**config.mk**
```make
export PLATFORM = sky130hd
export DESIGN_NAME = tga_rle_pixel_decoder
export DESIGN_NICKNAME = d
export VERILOG_FILES = /design/src/rtl/core/tgarle_pkg.sv /design/src/rtl/core/tgarle_seg_unit.sv /design/src/rtl/core/tga_rle_pixel_decoder.sv
export VERILOG_INCLUDE_DIRS = /design/src /design/src/rtl/core
export SDC_FILE = /design/constraint.sdc
export NUM_CORES = 1
export LEC_CHECK = 0
export ABC_AREA = 1
export BUFFER_PORTS_ARGS = -buffer_cell sky130_fd_sc_hd__buf_2
export CORE_AREA = 2 2 167 169
export CTS_CLUSTER_SIZE = 30
export DETAILED_ROUTE_END_ITERATION = 12
export DIE_AREA = 0 0 169 171
export PLACE_DENSITY = 0.65
export SYNTH_ARGS = -nofsm -noshare
export SYNTH_HDL_FRONTEND = slang
export SYNTH_SLANG_ARGS = --single-unit
```
**constraint.sdc**
```tcl
create_clock -name clk -period 5.7 [get_ports clk]
set_clock_uncertainty 0.15 [all_clocks]
set_input_delay 1.14 -clock clk [delete_from_list [all_inputs] [get_ports clk]]
set_output_delay 1.14 -clock clk [all_outputs]
set_load 0.02 [all_outputs]
```
**src/rtl/core/tga_rle_pixel_decoder_defines.svh**
```systemverilog
// ----------------------------------------------------------------------------
// Assertion macros for the TGA run-length pixel decoder
// Concurrent checks clocked on clk and held off during rst.
// ----------------------------------------------------------------------------
`ifndef TGA_RLE_PIXEL_DECODER_DEFINES_SVH
`define TGA_RLE_PIXEL_DECODER_DEFINES_SVH

`ifndef ASSERT_OFF
// A condition that holds at every clock edge.
`define TGA_ASSERT_ALWAYS(label, expr, msg) \
  label: assert property (@(posedge clk) disable iff (rst) (expr)) else $error(msg);
// A condition in one cycle that implies another in the next cycle.
`define TGA_ASSERT_NEXT(label, ante, cons, msg) \
  label: assert property (@(posedge clk) disable iff (rst) (ante) |=> (cons)) \
    else $error(msg);
`else
`define TGA_ASSERT_ALWAYS(label, expr, msg)
`define TGA_ASSERT_NEXT(label, ante, cons, msg)
`endif

`endif

```
**src/rtl/core/tgarle_pkg.sv**
```systemverilog
// ----------------------------------------------------------------------------
// TGA run-length decoder package
// Shared constants, register indexes, structs and clamping functions.
// ----------------------------------------------------------------------------
package tgarle_pkg;

  // Image size limits.
  localparam int MAX_WIDTH  = 4096;
  localparam int MAX_HEIGHT = 4096;

  // Width of the size registers and of the position counters.
  localparam int DIM_W = 13;
  localparam int POS_W = 12;

  // Register indexes on the configuration port.
  localparam logic [2:0] REG_BPP      = 3'd0;
  localparam logic [2:0] REG_RLE      = 3'd1;
  localparam logic [2:0] REG_WIDTH    = 3'd2;
  localparam logic [2:0] REG_HEIGHT   = 3'd3;
  localparam logic [2:0] REG_TOP_DOWN = 3'd4;
  localparam logic [2:0] REG_REVERSED = 3'd5;

  // Placement settings handed to the segment unit.
  typedef struct packed {
    logic [DIM_W-1:0] width;
    logic [POS_W-1:0] first_col;
    logic [POS_W-1:0] last_row;
    logic             rows_top_down;
    logic             columns_reversed;
  } place_cfg_t;

  // One segment of a run as worked out by the segment unit.
  typedef struct packed {
    logic [7:0]       seg;
    logic             row_end;
    logic             done;
    logic [POS_W-1:0] col_next;
    logic [POS_W-1:0] row_next;
  } seg_result_t;

  // Bytes per pixel, clamped to 1..4.
  function automatic logic [2:0] eff_bpp(input logic [2:0] bpp);
    logic [2:0] r;
    if (bpp == 3'd0) r = 3'd1;
    else if (bpp > 3'd4) r = 3'd4;
    else r = bpp;
    return r;
  endfunction

  // Row width, clamped to 4..MAX_WIDTH.
  function automatic logic [DIM_W-1:0] eff_width(input logic [DIM_W-1:0] w);
    logic [DIM_W-1:0] r;
    if (w < DIM_W'(4)) r = DIM_W'(4);
    else if (w > DIM_W'(MAX_WIDTH)) r = DIM_W'(MAX_WIDTH);
    else r = w;
    return r;
  endfunction

  // Row count, clamped to 1..MAX_HEIGHT.
  function automatic logic [DIM_W-1:0] eff_height(input logic [DIM_W-1:0] h);
    logic [DIM_W-1:0] r;
    if (h == '0) r = DIM_W'(1);
    else if (h > DIM_W'(MAX_HEIGHT)) r = DIM_W'(MAX_HEIGHT);
    else r = h;
    return r;
  endfunction

endpackage

```
**src/rtl/core/tgarle_seg_unit.sv**
```systemverilog
// ----------------------------------------------------------------------------
// TGA run segment unit
// Cuts the next segment off a pending run at the current position: room left
// in the row, segment length, row end and image end, and the next position.
// ----------------------------------------------------------------------------
module tgarle_seg_unit (
  input  tgarle_pkg::place_cfg_t           cfg,
  input  logic [7:0]                       count,
  input  logic [tgarle_pkg::POS_W-1:0]     col,
  input  logic [tgarle_pkg::POS_W-1:0]     row,
  output tgarle_pkg::seg_result_t          res
);
  import tgarle_pkg::*;

  logic [DIM_W-1:0] room;

  // Pixels left in the row in the fill direction.
  always_comb begin
    if (cfg.columns_reversed) begin
      room = {1'b0, col} + DIM_W'(1);
    end else begin
      room = cfg.width - {1'b0, col};
    end
  end

  // Segment length, end conditions and the position that follows.
  always_comb begin
    res.row_end = {{(DIM_W-8){1'b0}}, count} >= room;
    res.seg     = res.row_end ? room[7:0] : count;
    res.done    = res.row_end && (row == cfg.last_row);
    if (res.row_end) begin
      res.col_next = cfg.first_col;
    end else if (cfg.columns_reversed) begin
      res.col_next = col - {{(POS_W-8){1'b0}}, res.seg};
    end else begin
      res.col_next = col + {{(POS_W-8){1'b0}}, res.seg};
    end
    if (res.row_end && !res.done) begin
      res.row_next = cfg.rows_top_down ? row + POS_W'(1) : row - POS_W'(1);
    end else begin
      res.row_next = row;
    end
  end

endmodule

```
**src/rtl/core/tga_rle_pixel_decoder.sv**
```systemverilog
// ----------------------------------------------------------------------------
// TGA run-length pixel decoder: one byte per cycle while pixels are gathered.
// A completed pixel holds the input until all its row segments are placed
// (1 to 33 of them), as the single segment unit cuts one row segment a cycle
// unless the output stalls; the first run is registered once the last byte
// has put the sequencer in placement. Synchronous reset, or a write to a
// defined register, restarts the image; input is held while positions reload.
// ----------------------------------------------------------------------------
module tga_rle_pixel_decoder (
  input  logic        clk,
  input  logic        rst,
  // Configuration port
  input  logic        psel,
  input  logic        penable,
  input  logic        pwrite,
  input  logic [4:0]  paddr,
  input  logic [31:0] pwdata,
  output logic [31:0] prdata,
  output logic        pready,
  // Byte input
  input  logic        in_valid,
  output logic        in_ready,
  input  logic [7:0]  stream_byte,
  // Run output
  output logic        out_valid,
  input  logic        out_ready,
  output logic [31:0] pixel_word,
  output logic [11:0] start_x,
  output logic [11:0] row_y,
  output logic [7:0]  run_length,
  output logic        image_complete,
  output logic        last_of_burst
);
  import tgarle_pkg::*;
  `include "tga_rle_pixel_decoder_defines.svh"

  localparam logic ST_IDLE  = 1'b0;
  localparam logic ST_PLACE = 1'b1;

  // Configuration registers
  logic [2:0]       bytes_per_pixel;
  logic             rle_mode;
  logic [DIM_W-1:0] image_width;
  logic [DIM_W-1:0] image_height;
  logic             rows_top_down;
  logic             columns_reversed;
  logic             restart_req;

  // Decoder state
  logic             state;
  logic             awaiting_header;
  logic             packet_is_repeat;
  logic [7:0]       pixels_left;
  logic [1:0]       byte_index;
  logic [31:0]      pixel_gather;
  logic [POS_W-1:0] column_position;
  logic [POS_W-1:0] row_position;
  logic             image_finished;
  logic [31:0]      run_word;
  logic [7:0]       run_count;

  logic [2:0]       reg_index;
  logic             cfg_write;
  logic [DIM_W-1:0] width_e;
  logic [DIM_W-1:0] height_m1;
  place_cfg_t       place_cfg;
  seg_result_t      seg;
  logic             in_fire;
  logic             step_fire;
  logic [31:0]      gather_new;
  logic             pixel_done;
  logic [7:0]       left_dec;
  logic [7:0]       count_after;

  assign pready    = 1'b1;
  assign reg_index = paddr[4:2];
  assign cfg_write = psel && penable && pwrite;

  // Register read-back.
  always_comb begin
    case (reg_index)
      REG_BPP:      prdata = {29'd0, bytes_per_pixel};
      REG_RLE:      prdata = {31'd0, rle_mode};
      REG_WIDTH:    prdata = {{(32-DIM_W){1'b0}}, image_width};
      REG_HEIGHT:   prdata = {{(32-DIM_W){1'b0}}, image_height};
      REG_TOP_DOWN: prdata = {31'd0, rows_top_down};
      REG_REVERSED: prdata = {31'd0, columns_reversed};
      default:      prdata = 32'd0;
    endcase
  end

  // Register writes; a write to a defined register asks for a restart.
  always_ff @(posedge clk) begin
    if (rst) begin
      bytes_per_pixel  <= 3'd3;
      rle_mode         <= 1'b1;
      image_width      <= DIM_W'(640);
      image_height     <= DIM_W'(480);
      rows_top_down    <= 1'b0;
      columns_reversed <= 1'b0;
      restart_req      <= 1'b1;
    end else begin
      restart_req <= 1'b0;
      if (cfg_write) begin
        case (reg_index)
          REG_BPP: begin
            bytes_per_pixel <= pwdata[2:0];
            restart_req     <= 1'b1;
          end
          REG_RLE: begin
            rle_mode    <= pwdata[0];
            restart_req <= 1'b1;
          end
          REG_WIDTH: begin
            image_width <= pwdata[DIM_W-1:0];
            restart_req <= 1'b1;
          end
          REG_HEIGHT: begin
            image_height <= pwdata[DIM_W-1:0];
            restart_req  <= 1'b1;
          end
          REG_TOP_DOWN: begin
            rows_top_down <= pwdata[0];
            restart_req   <= 1'b1;
          end
          REG_REVERSED: begin
            columns_reversed <= pwdata[0];
            restart_req      <= 1'b1;
          end
          default: begin
          end
        endcase
      end
    end
  end

  // Effective placement settings.
  assign width_e   = eff_width(image_width);
  assign height_m1 = eff_height(image_height) - DIM_W'(1);

  always_comb begin
    place_cfg.width            = width_e;
    place_cfg.first_col        = columns_reversed ? POS_W'(width_e - DIM_W'(1)) : '0;
    place_cfg.last_row         = rows_top_down ? height_m1[POS_W-1:0] : '0;
    place_cfg.rows_top_down    = rows_top_down;
    place_cfg.columns_reversed = columns_reversed;
  end

  tgarle_seg_unit u_seg (
    .cfg   (place_cfg),
    .count (run_count),
    .col   (column_position),
    .row   (row_position),
    .res   (seg)
  );

  // Handshakes and byte gathering.
  assign in_ready    = (state == ST_IDLE) && !restart_req;
  assign in_fire     = in_valid && in_ready;
  assign step_fire   = (state == ST_PLACE) && (!out_valid || out_ready);
  assign gather_new  = pixel_gather | ({24'd0, stream_byte} << {byte_index, 3'b000});
  assign pixel_done  = ({1'b0, byte_index} + 3'd1) >= eff_bpp(bytes_per_pixel);
  assign left_dec    = (pixels_left != 8'd0) ? pixels_left - 8'd1 : 8'd0;
  assign count_after = run_count - seg.seg;

  // Packet parsing, pixel assembly and run placement.
  always_ff @(posedge clk) begin
    if (rst) begin
      state            <= ST_IDLE;
      awaiting_header  <= 1'b1;
      packet_is_repeat <= 1'b0;
      pixels_left      <= 8'd0;
      byte_index       <= 2'd0;
      pixel_gather     <= 32'd0;
      column_position  <= '0;
      row_position     <= '0;
      image_finished   <= 1'b0;
      run_count        <= 8'd0;
    end else if (restart_req) begin
      state            <= ST_IDLE;
      awaiting_header  <= 1'b1;
      packet_is_repeat <= 1'b0;
      pixels_left      <= 8'd0;
      byte_index       <= 2'd0;
      pixel_gather     <= 32'd0;
      column_position  <= place_cfg.first_col;
      row_position     <= rows_top_down ? '0 : height_m1[POS_W-1:0];
      image_finished   <= 1'b0;
      run_count        <= 8'd0;
    end else if (in_fire && !image_finished) begin
      if (rle_mode && awaiting_header) begin
        packet_is_repeat <= stream_byte[7];
        pixels_left      <= {1'b0, stream_byte[6:0]} + 8'd1;
        awaiting_header  <= 1'b0;
        byte_index       <= 2'd0;
        pixel_gather     <= 32'd0;
      end else if (pixel_done) begin
        byte_index   <= 2'd0;
        pixel_gather <= 32'd0;
        run_word     <= gather_new;
        state        <= ST_PLACE;
        if (!rle_mode) begin
          run_count <= 8'd1;
        end else if (packet_is_repeat) begin
          run_count       <= pixels_left;
          pixels_left     <= 8'd0;
          awaiting_header <= 1'b1;
        end else begin
          run_count   <= 8'd1;
          pixels_left <= left_dec;
          if (left_dec == 8'd0) begin
            awaiting_header <= 1'b1;
          end
        end
      end else begin
        byte_index   <= byte_index + 2'd1;
        pixel_gather <= gather_new;
      end
    end else if (step_fire) begin
      run_count       <= count_after;
      column_position <= seg.col_next;
      row_position    <= seg.row_next;
      if (seg.done) begin
        image_finished <= 1'b1;
      end
      if (seg.done || (count_after == 8'd0)) begin
        state <= ST_IDLE;
      end
    end
  end

  // Output register.
  always_ff @(posedge clk) begin
    if (rst) begin
      out_valid <= 1'b0;
    end else if (step_fire) begin
      out_valid <= 1'b1;
    end else if (out_ready) begin
      out_valid <= 1'b0;
    end
  end

  always_ff @(posedge clk) begin
    if (step_fire) begin
      pixel_word     <= run_word;
      start_x        <= column_position;
      row_y          <= row_position;
      run_length     <= seg.seg;
      image_complete <= seg.done;
      last_of_burst  <= seg.done || (count_after == 8'd0);
    end
  end

  // Checks on the sequencer and the position counters.
  `TGA_ASSERT_ALWAYS(a_count_nonzero, (state != ST_PLACE) || (run_count != 8'd0), "empty run")
  `TGA_ASSERT_ALWAYS(a_finished_idle, !image_finished || (state == ST_IDLE), "placing after end")
  `TGA_ASSERT_ALWAYS(a_col_in_row, restart_req || ({1'b0, column_position} < width_e), "col range")
  `TGA_ASSERT_NEXT(a_done_marks, step_fire && seg.done, image_finished && out_valid, "end lost")
  `TGA_ASSERT_NEXT(a_last_frees, step_fire && (count_after == 8'd0), in_ready || restart_req,
                   "input held after last segment")

endmodule

```
; ---- After elaboration in Yosys (flattened, before gate mapping)
; Index checks and enable logic that the tools add are counted.
[word_totals]
regBits = 210
output_inout_bits = 101
input_bits = 52
wordCells = 157
[op_classes]
muxes = 51
n_lt_le_gt_ge = 6
reduce_logical = 46
n_shift = 1
eq_ne = 9
add_sub_neg = 13
n_bitwise = 6
[ops]
columns = operator, count
row1 = 12-bit 2-to-1 mux, 15
row2 = 8-bit 2-to-1 mux, 12
row3 = 13-bit one-hot mux with 6 select lines, 1
row4 = 32-bit 2-to-1 mux, 2
row5 = 13-bit 2-to-1 mux, 3
row6 = 12-bit by 1-bit subtractor with 12-bit output (second input constant), 3
row7 = 32-bit bitwise OR, 1
row8 = 8-bit by 5-bit left shift with 32-bit output, 1
row9 = 13-bit greater-than comparator (second input constant), 2
row10 = 8-bit logical NOT, 2
row11 = 2-bit AND reduction, 8
row12 = 1-bit 2-to-1 mux, 14
row13 = 2-bit nonzero test, 7
row14 = 12-bit by 1-bit adder with 13-bit output (second input constant), 1
row15 = 8-bit by 13-bit greater-or-equal comparator with 1-bit output, 1
row16 = 13-bit logical NOT, 1
row17 = 13-bit by 3-bit < comparator with 1-bit output (second input constant), 1
row18 = 13-bit by 12-bit subtractor with 13-bit output, 1
row19 = 12-bit by 1-bit adder with 12-bit output (second input constant), 1
row20 = 12-bit by 8-bit adder with 12-bit output, 1
row21 = 12-bit == test, 1
row22 = 3-bit AND reduction, 4
row23 = 12-bit by 8-bit subtractor with 12-bit output, 1
row24 = 1-bit logical AND, 9
row25 = 23 further kinds, 39

; ---- Longest topological paths before layout
; Gate-level depths: netlist (run 1).
[depth]
ltp_word = 13
mapped_depth = 46

; ---- Modules after synthesis
; A second synthesis (run 1) with hierarchy kept.
[hier_totals]
cells_unflattened = 1575
area_unflattened_um2 = 12588.3
[by_module_without_submodules]
columns = module, area_each_um2, seq_area_each_um2, instances, cells_per_inst
row1 = tga_rle_pixel_decoder, 9645.5, 5185.0, 1, 1082
row2 = tgarle_seg_unit, 2942.8, 0.0, 1, 493

; ---- Least setup slack after synthesis (run 1)
; OpenSTA, ideal clock, no wires.
[synth_path]
kind = register -> register
from = reg image_width[7]
to = reg column_position[11]
t_arrival_ns = 5.388
stages_incl_launch_ff = 43
required_time_ns = 5.418
setup_ns = 0.132
setup_slack_ns = 0.030
synth_period_minus_slack_ns = 5.670
cell_sequence = dfxtp_1 > inv_1 > nand2_1 > nor3_1 > nand4_1 > nand2_1 > nand2_1 > inv_1 > ha_1 > a21oi_1 > nand3_1 > a21oi_1 > inv_1 > a21oi_1 > o21ai_0 > o21ai_0 > inv_1 > ha_1 > [7 not listed] > inv_1 > ha_1 > o21ai_0 > a21oi_1 > a21oi_1 > ha_1 > a21oi_1 > and2_1 > inv_1 > nand2_1 > o211ai_1 > a31oi_1 > o21ai_0 > a21o_1 > xor2_1 > nand3_1 > nand3_1 > a21oi_1
[synth_rtl]
columns = element, line_no
row1 = "start, declared", tga_rle_pixel_decoder.sv:43  ; logic [DIM_W-1:0] image_width;
row2 = "start signal, assigned", tga_rle_pixel_decoder.sv:115  ; image_width <= pwdata[DIM_W-1:0];
row3 = "end signal, assigned", tga_rle_pixel_decoder.sv:186  ; column_position <= place_cfg.first_col;
row4 = "end signal, assigned", tga_rle_pixel_decoder.sv:221  ; column_position <= seg.col_next;
row5 = "end, declared", tga_rle_pixel_decoder.sv:56  ; logic [POS_W-1:0] column_position;

==> results of run 1 <==
[kinds of logic (layout without fill, tap and decap cells)]
family / Yosys count / after routing / share of synthesized area, %
xor+xnor: 42 / 42 / 3.05
buf+inv: 274 / 512 / 9.44
simple gates: 620 / 620 / 22.3
fa+ha+maj: 62 / 62 / 6.67
other cells: 2 / 20 / 0.0622
flops: 210 / 210 / 42.9
compound gates: 317 / 317 / 15.5
[through the flow]
| stage | hold WS [ps] | setup TNS, ps | instances | area, µm² | util [%] |
|---|---|---|---|---|---|
| 2_1_floorplan | 250 | 0 | 1545 | 12100 | - |
| 3_3_place_gp | 252 | -802 | 2058 | 13700 | 50.1 |
| 3_5_place_dp | 255 | -1020 | 2058 | 13700 | 50.1 |
| 4_1_cts | 268 | -18.5 | 2114 | 14800 | 54.3 |
| 5_1_grt | 273 | -813 | 2129 | 15400 | 56.4 |
| 6_report | 265 | -47.6 | 2129 | 15400 | 56.4 |
[synthesized netlist by cell type, drive strengths merged, types with 2 or more instances]
library cell	number	area, µm²
ha	58	726
a211oi	10	75.1
a32o	2	20.0
conb	2	7.51
nor3	22	110
dfxtp	112	2240
o211ai	7	52.6
nor4	2	27.5
xnor2	13	114
fa	4	80.1
o21ai	94	474
nand2	307	1200
a221oi	7	61.3
xor2	29	254
clkinv	4	15.0
or2	9	56.3
o221ai	2	17.5
edfxtp	98	2940
nand3	97	505
o22ai	14	87.6
clkbuf	32	120
a22oi	16	120
a32oi	2	17.5
a21oi	111	563
a21o	2	15.0
a31oi	12	75.1
nand4	14	87.6
o41ai	2	17.5
and2	2	15.0
inv	207	777
nand3b	4	30.0
o21bai	26	195
nor2	161	639
buf	31	228
[repair_timing]
action | CTS | global route
setup buffers | 13 | 16
endpoints found under the setup margin | 8 | 13
hold buffers | 0 | 0
pin swaps | 34 | 58
gates resized for setup | 66 | 109
cloned | 0 | 0
[power breakdown]
part	total, mW	internal (mW)	switching (mW)
Clock	1.59	0.955	0.638
Sequential	1.63	1.60	0.0318
Combinational	0.887	0.377	0.510
[worst max path at each step]
stage	from	to	cells after the start
after floorplan	image_width[7]$_SDFFE_PP1P_	column_position[11]$_SDFFE_PP0P_	42
after global placement	image_width[7]$_SDFFE_PP1P_	column_position[10]$_SDFFE_PP0P_	38
after detailed placement	image_width[7]$_SDFFE_PP1P_	column_position[10]$_SDFFE_PP0P_	39
after CTS	image_width[6]$_SDFFE_PP0P_	column_position[11]$_SDFFE_PP0P_	44
after global routing	image_width[11]$_SDFFE_PP0P_	column_position[11]$_SDFFE_PP0P_	45
final	image_width[11]$_SDFFE_PP0P_	column_position[11]$_SDFFE_PP0P_	43
[metal layers]
| metal | global-route usage (%) | vias up | part of all wire (%) |
|---|---|---|---|
| li1 | - | 5573 | - |
| met1 | 30.1 | 5254 | 44 |
| met2 | 39.2 | 321 | 47 |
| met3 | 3.08 | 83 | 5.4 |
| met4 | 7.66 | 0 | 3.4 |
| met5 | 0 | - | 0 |
[final cells by class]
| cell class | count | area, µm² |
|---|---|---|
| multi-input cells | 1061 | 6470 |
| clock inverters | 12 | 158 |
| clock buffers | 32 | 661 |
| inverters | 211 | 802 |
| well taps | 346 | 433 |
| fillers | 2427 | 11900 |
| repair buffers | 257 | 1690 |
| flip-flops and latches | 210 | 5190 |
[sequential cells by signal (all words and copies together) (netlist names), 2 cells and up]
register / flops
pixel_word: 32
bytes_per_pixel: 3
row_y: 12
start_x: 12
row_position: 12
image_width: 13
run_length: 8
run_word: 32
run_count: 8
pixels_left: 8
byte_index: 2
image_height: 13
pixel_gather: 32
column_position: 12
==> results.md, run 1 <==
* DRC at 0
* Post-Synthesis Cell Area at 12100 µm²
* Most common cell after layout, fill and taps aside: nand2_1
* Dpl ws at -345 ps
* Slew HR at 36.6%
* Crit path required time at roughly 6000 ps
* PortBufs at 111
* N_diodes at 0
* CTS Root Buffer Type: clkbuf_16
* Worst-path fanout max at 7
* Setup CP Type: register to register
* Delay-heaviest family, CP: simple AND/OR/NAND/NOR gates
* Post-layout min period at between 5000 and 6000 ps
* Internal reg-to-reg setup slack at -50 ps
* Core Region at 27300 µm²
* Final WS setup at -47.6 ps
* Synth Register Bits at 210
* Worst-path clk slew at approximately 70 ps
* Die Width at 169 µm
* Crit end category: register
* DRT antenna net count at 0
* Slew Viols, Final at 0
* Most frequent cells in the layout: 267 x nand2_1, 184 x inv_1, 142 x nor2_1
* Largest net degree at the start of global routing at between 60 and 70
* R2R Path Start: image_width[11]$_SDFFE_PP0P_
* Clock Sinks at 210
* Failing checks: negative setup slack
* Die Area at slightly below 30000 µm²
* Final Hold Fails at 0
* Worst EP arrival at 6070 ps
* Final #Nets at 1879
* Hold worst-path end: pixel_word[2]$_DFFE_PP_
* Total grt overflow at 0
* H-Tree Depth at 1
* Reg2reg path depth at 43
* Period utilisation layout at 101%
* Hold Path Origin: run_word[2]$_DFFE_PP_
* Number of global-route vias before repair at about 11000
* RSZ-0062 raised after global routing: yes
* Io pins at 153
* Max incr delay on CP at ~330 ps
* Critical-path top delay cell: dfxtp_2
* Outcome: finished with violations
* WP buf/inv at 7
* Routed WL per cell at 16.1 µm
* Synth unique cells at 61
* Synth Warn # at 0
* CTS tree: built
* R2r endpoint: column_position[11]$_SDFFE_PP0P_
* Design Power at 4.11 mW
* PD cells at roughly 270 nW/µm²
* GRT Total Usage at 22.9%
* Asr flop ratio synth at 0%
* Antenna violations before repair at 0
* Worst hold path type: register to register
* Die Span Y at 171 µm
* Fmax at 0.174 GHz
* Share of layout cells above drive strength 1 at 25.7%
* FP Rows at 61
* EDFF count, synth at 98
* Avg Synthesized Cell Area at between 7 and 8 µm²
* Global-route wire length before repair at 53500 µm
* Via Count at 11200
* Synth Flop Type: dfxtp_1
* Iteration-0 DRC Markers at 809
* DP HPWL at around 24000 µm
* Clock buffer count from CTS at 24
* Vias/cell at 5.28
* Worst-skew pair later-pin latency at roughly 540 ps
* Synth Instances at around 1500
* Drt pass-1 iters at 5
* Final setup fails at 1
* VDD IR-drop max at 245 µV
* Layout area overhead at 27.6%
* Least-Margin Pin Slew at 952 ps
* Initial Utilization at between 40% and 50%
* Lkg Pwr at 6.80 nW
* Clock Path Buffers at 3
* Max-Cap Viols at 0
* CP Launch Type: register
* GP Congestion at 0.926
* Hold Path Cell Cnt at 0
* DRT Wirelength at 34300 µm
* Sequential fraction of the synthesis area at 42.9%
No activity file was read; power rests on OpenSTA's default activity.
==> inputs of run 2 (changes only) <==
- PLACE_DENSITY: 0.65 -> 0.62
- clock period: 5.7 -> 5.5 ns (I/O delays scaled with it)
==> run 2 against run 1 <==
The flow still finishes with violations (negative setup slack). Highest routed layer unchanged. Cell count about the same. Core utilization down 0.50 points. Non-clock buffer count did not move. Die area unchanged. Wire length is 3.1% lower. Combinational power grew 1%. Clock-buffer cell count shrank 4. Total power rose by 4.5%. Via count shrank 1.3%. Largest power group is now clock.
==> results.md, run 2 (synthesis gave the netlist of run 1 again) <==
* Slew Viols, Final at 0 (unchanged)
* Post-layout min period at 5760 ps (+10.6 ps)
* Max incr delay on CP at 350 ps (+20 ps)
* Clock buffer count from CTS at 25 (+4.2%)
* DRT Wirelength at 33200 µm (-3.1%)
* RSZ-0062 raised after global routing: yes
* DP HPWL at 24000 µm (-1.3%)
* Top Registers: pixel_gather x32, pixel_word x32, run_word x32
* Switch share at 28.9% (+0.14 points)
* CP Launch Type: register
* Antenna violations before repair at 0 (unchanged)
* Number of global-route vias before repair at 10500 (-0.91%)
* N_diodes at 0 (unchanged)
* PortBufs at 111 (unchanged)
* Sequential power share at 39.3% (-0.3 points)
* Worst hold path type: register to register
* Worst-path fanout max at 5 (-2)
* Critical-path top delay cell: ha_1
* Layout area overhead at 26.4%
* Share of layout cells above drive strength 1 at 24.8% (-0.91 points)
* Worst-path clk slew at 60 ps (about the same)
* Gate power share at 20.9% (-0.7 points)
* Dpl ws at -517 ps (-173 ps)
* Io pins at 153 (unchanged)
* Crit path required time at 5770 ps (-250 ps)
* Worst EP arrival at 6030 ps (-40 ps)
* DRT antenna net count at 0 (unchanged)
* H-Tree Depth at 1 (unchanged)
* Least-Margin Pin Slew at 923 ps (-28.9 ps)
* Period utilisation layout at 105% (+3.9 points)
* GRT Total Usage at 22.6% (-0.30 points)
* FP Rows at 61 (unchanged)
* Internal Power at 3.06 mW (+4.3%)
* Routed WL per cell at 15.6 µm (-3.2%)
* Clock Path Buffers at 3 (unchanged)
* Core Region at 27300 µm² (unchanged)
* GP Congestion at 0.906 (-2.1%)
* Final WS setup at -258 ps (-211 ps)
* Lkg Pwr at 6.84 nW (+0.70%)
* Worst-skew pair later-pin latency at 540 ps (about the same)
* Most frequent cells in the layout: 273 x nand2_1, 188 x inv_1, 143 x nor2_1
* CTS tree: built
* Max-Cap Viols at 0 (unchanged)
* Worst path most repeated cell: nand2_2
* Final instance area at 15300 µm² (-0.89%)
* Clock power share at 39.8% (+1.0 points)
* Final setup fails at 5 (+4)
* # fillers at 2545 (+4.9%)
* PD cells at 281 nW/µm² (+5.5%)
* Slew HR at 38.5% (+1.9 points)
* Vias/cell at 5.20 (-1.3%)
* Via Count at 11100 (-1.3%)
* VDD IR-drop max at 218 µV (-11%)
* Fmax at 0.174 GHz (-0.18%)
* Clock Sinks at 210 (unchanged)
* CTS Root Buffer Type: clkbuf_16
* DRC at 0 (unchanged)
* Placed inst area at 13800 µm² (+0.72%)
* Final Hold Fails at 0 (unchanged)
* Net Sw Power at 1.24 mW (+5.1%)
* Final #Nets at 1880 (+0.053%)
* Die Width at 169 µm (unchanged)
* Most common cell after layout, fill and taps aside: nand2_1
* Setup CP Type: register to register
* Largest net degree at the start of global routing at 68 (unchanged)
* Die Span Y at 171 µm (unchanged)
* Global-route wire length before repair at 52800 µm (-1.5%)
* Outcome: finished with violations
* Total grt overflow at 0 (unchanged)
* Die Area at 28900 µm² (unchanged)
* Crit end category: register
* Drt pass-1 iters at 7 (+2)
* Failing checks: negative setup slack
* Initial Utilization at 44.2% (unchanged)
* Iteration-0 DRC Markers at 781 (-3.5%)
* CTS Hold Buffers Added at 0 (unchanged)
run 2: changes by cell type in the layout (fill, tap and decap cells not counted), sizes merged:
cell,before,now
clkinv,13,12
inv,207,213
clkbuf,32,28
run 2: cell type report:
cell class              instances  area, µm²  share of cell area [%]
clock buffers                  28        657                    4.30
clock inverters                17        198                    1.30
inverters                     211        792                    5.19
multi-input cells            1061       6310                    41.4
flip-flops and latches        210       5190                    34.0
well taps                     346        433                    2.84
repair buffers                257       1690                    11.0
run 2: power groups by stage:
stage	registers, mW	logic, mW	clock network, mW
6_report	1.69	0.899	1.71
3_3_place_gp	1.72	0.769	0
4_1_cts	1.69	0.876	1.74
5_1_grt	1.69	0.999	1.81
3_5_place_dp	1.72	0.780	0
2_1_floorplan	1.71	0.520	0
run 2: critical path, delay by kind of cell, from the launching register on:
kind	cells	cell delay [ps]
AND/OR/NAND/NOR	18	1840
adder cells (fa/ha/maj)	4	1030
flip-flops	1	320
AO/OA/AOI/OAI	13	1540
XOR/XNOR	1	130
buffers and inverters	6	620
run 2: repair_timing:
action | 4_1_cts | 5_1_grt
pin swaps | 47 | 60
endpoints found under the setup margin | 9 | 15
resized for setup | 68 | 57
buffers inserted | 29 | 11
run 2: routing by layer:
metal / vias to the layer above / share of wire (%) / global-route usage, %
met5: - / 0 / 0
met4: 0 / 3.3 / 8.06
met3: 80 / 5.8 / 2.82
met2: 334 / 47 / 39.0
met1: 5100 / 44 / 29.4
li1: 5572 / - / -
run 2: path summary, 6_finish.rpt:
| check | startpoint | endpoint | slack, ps | depth (start not counted) |
|---|---|---|---|---|
| max reg2reg | image_width[2]$_SDFFE_PP0P_ | column_position[10]$_SDFFE_PP0P_ | -260 | 42 |
| min | run_word[2]$_DFFE_PP_ | pixel_word[2]$_DFFE_PP_ | 270 | 0 |
| min reg2reg | run_word[2]$_DFFE_PP_ | pixel_word[2]$_DFFE_PP_ | 270 | 0 |
| max | image_width[2]$_SDFFE_PP0P_ | column_position[10]$_SDFFE_PP0P_ | -260 | 42 |
run 2: per-stage QoR:
| step | hold slack, ps | std cells | utilization (%) | setup TNS [ps] | total power [mW] |
|---|---|---|---|---|---|
| after CTS | 270 | 2126 | 55.1 | -925 | 4.30 |
| final | 269 | 2130 | 55.9 | -646 | 4.29 |
| after global placement | 255 | 2062 | 50.4 | -1300 | 2.49 |
| after floorplan | 250 | 1545 | - | 0 | 2.23 |
| after detailed placement | 255 | 2062 | 50.4 | -2090 | 2.50 |
| after global routing | 278 | 2130 | 55.9 | -4130 | 4.50 |
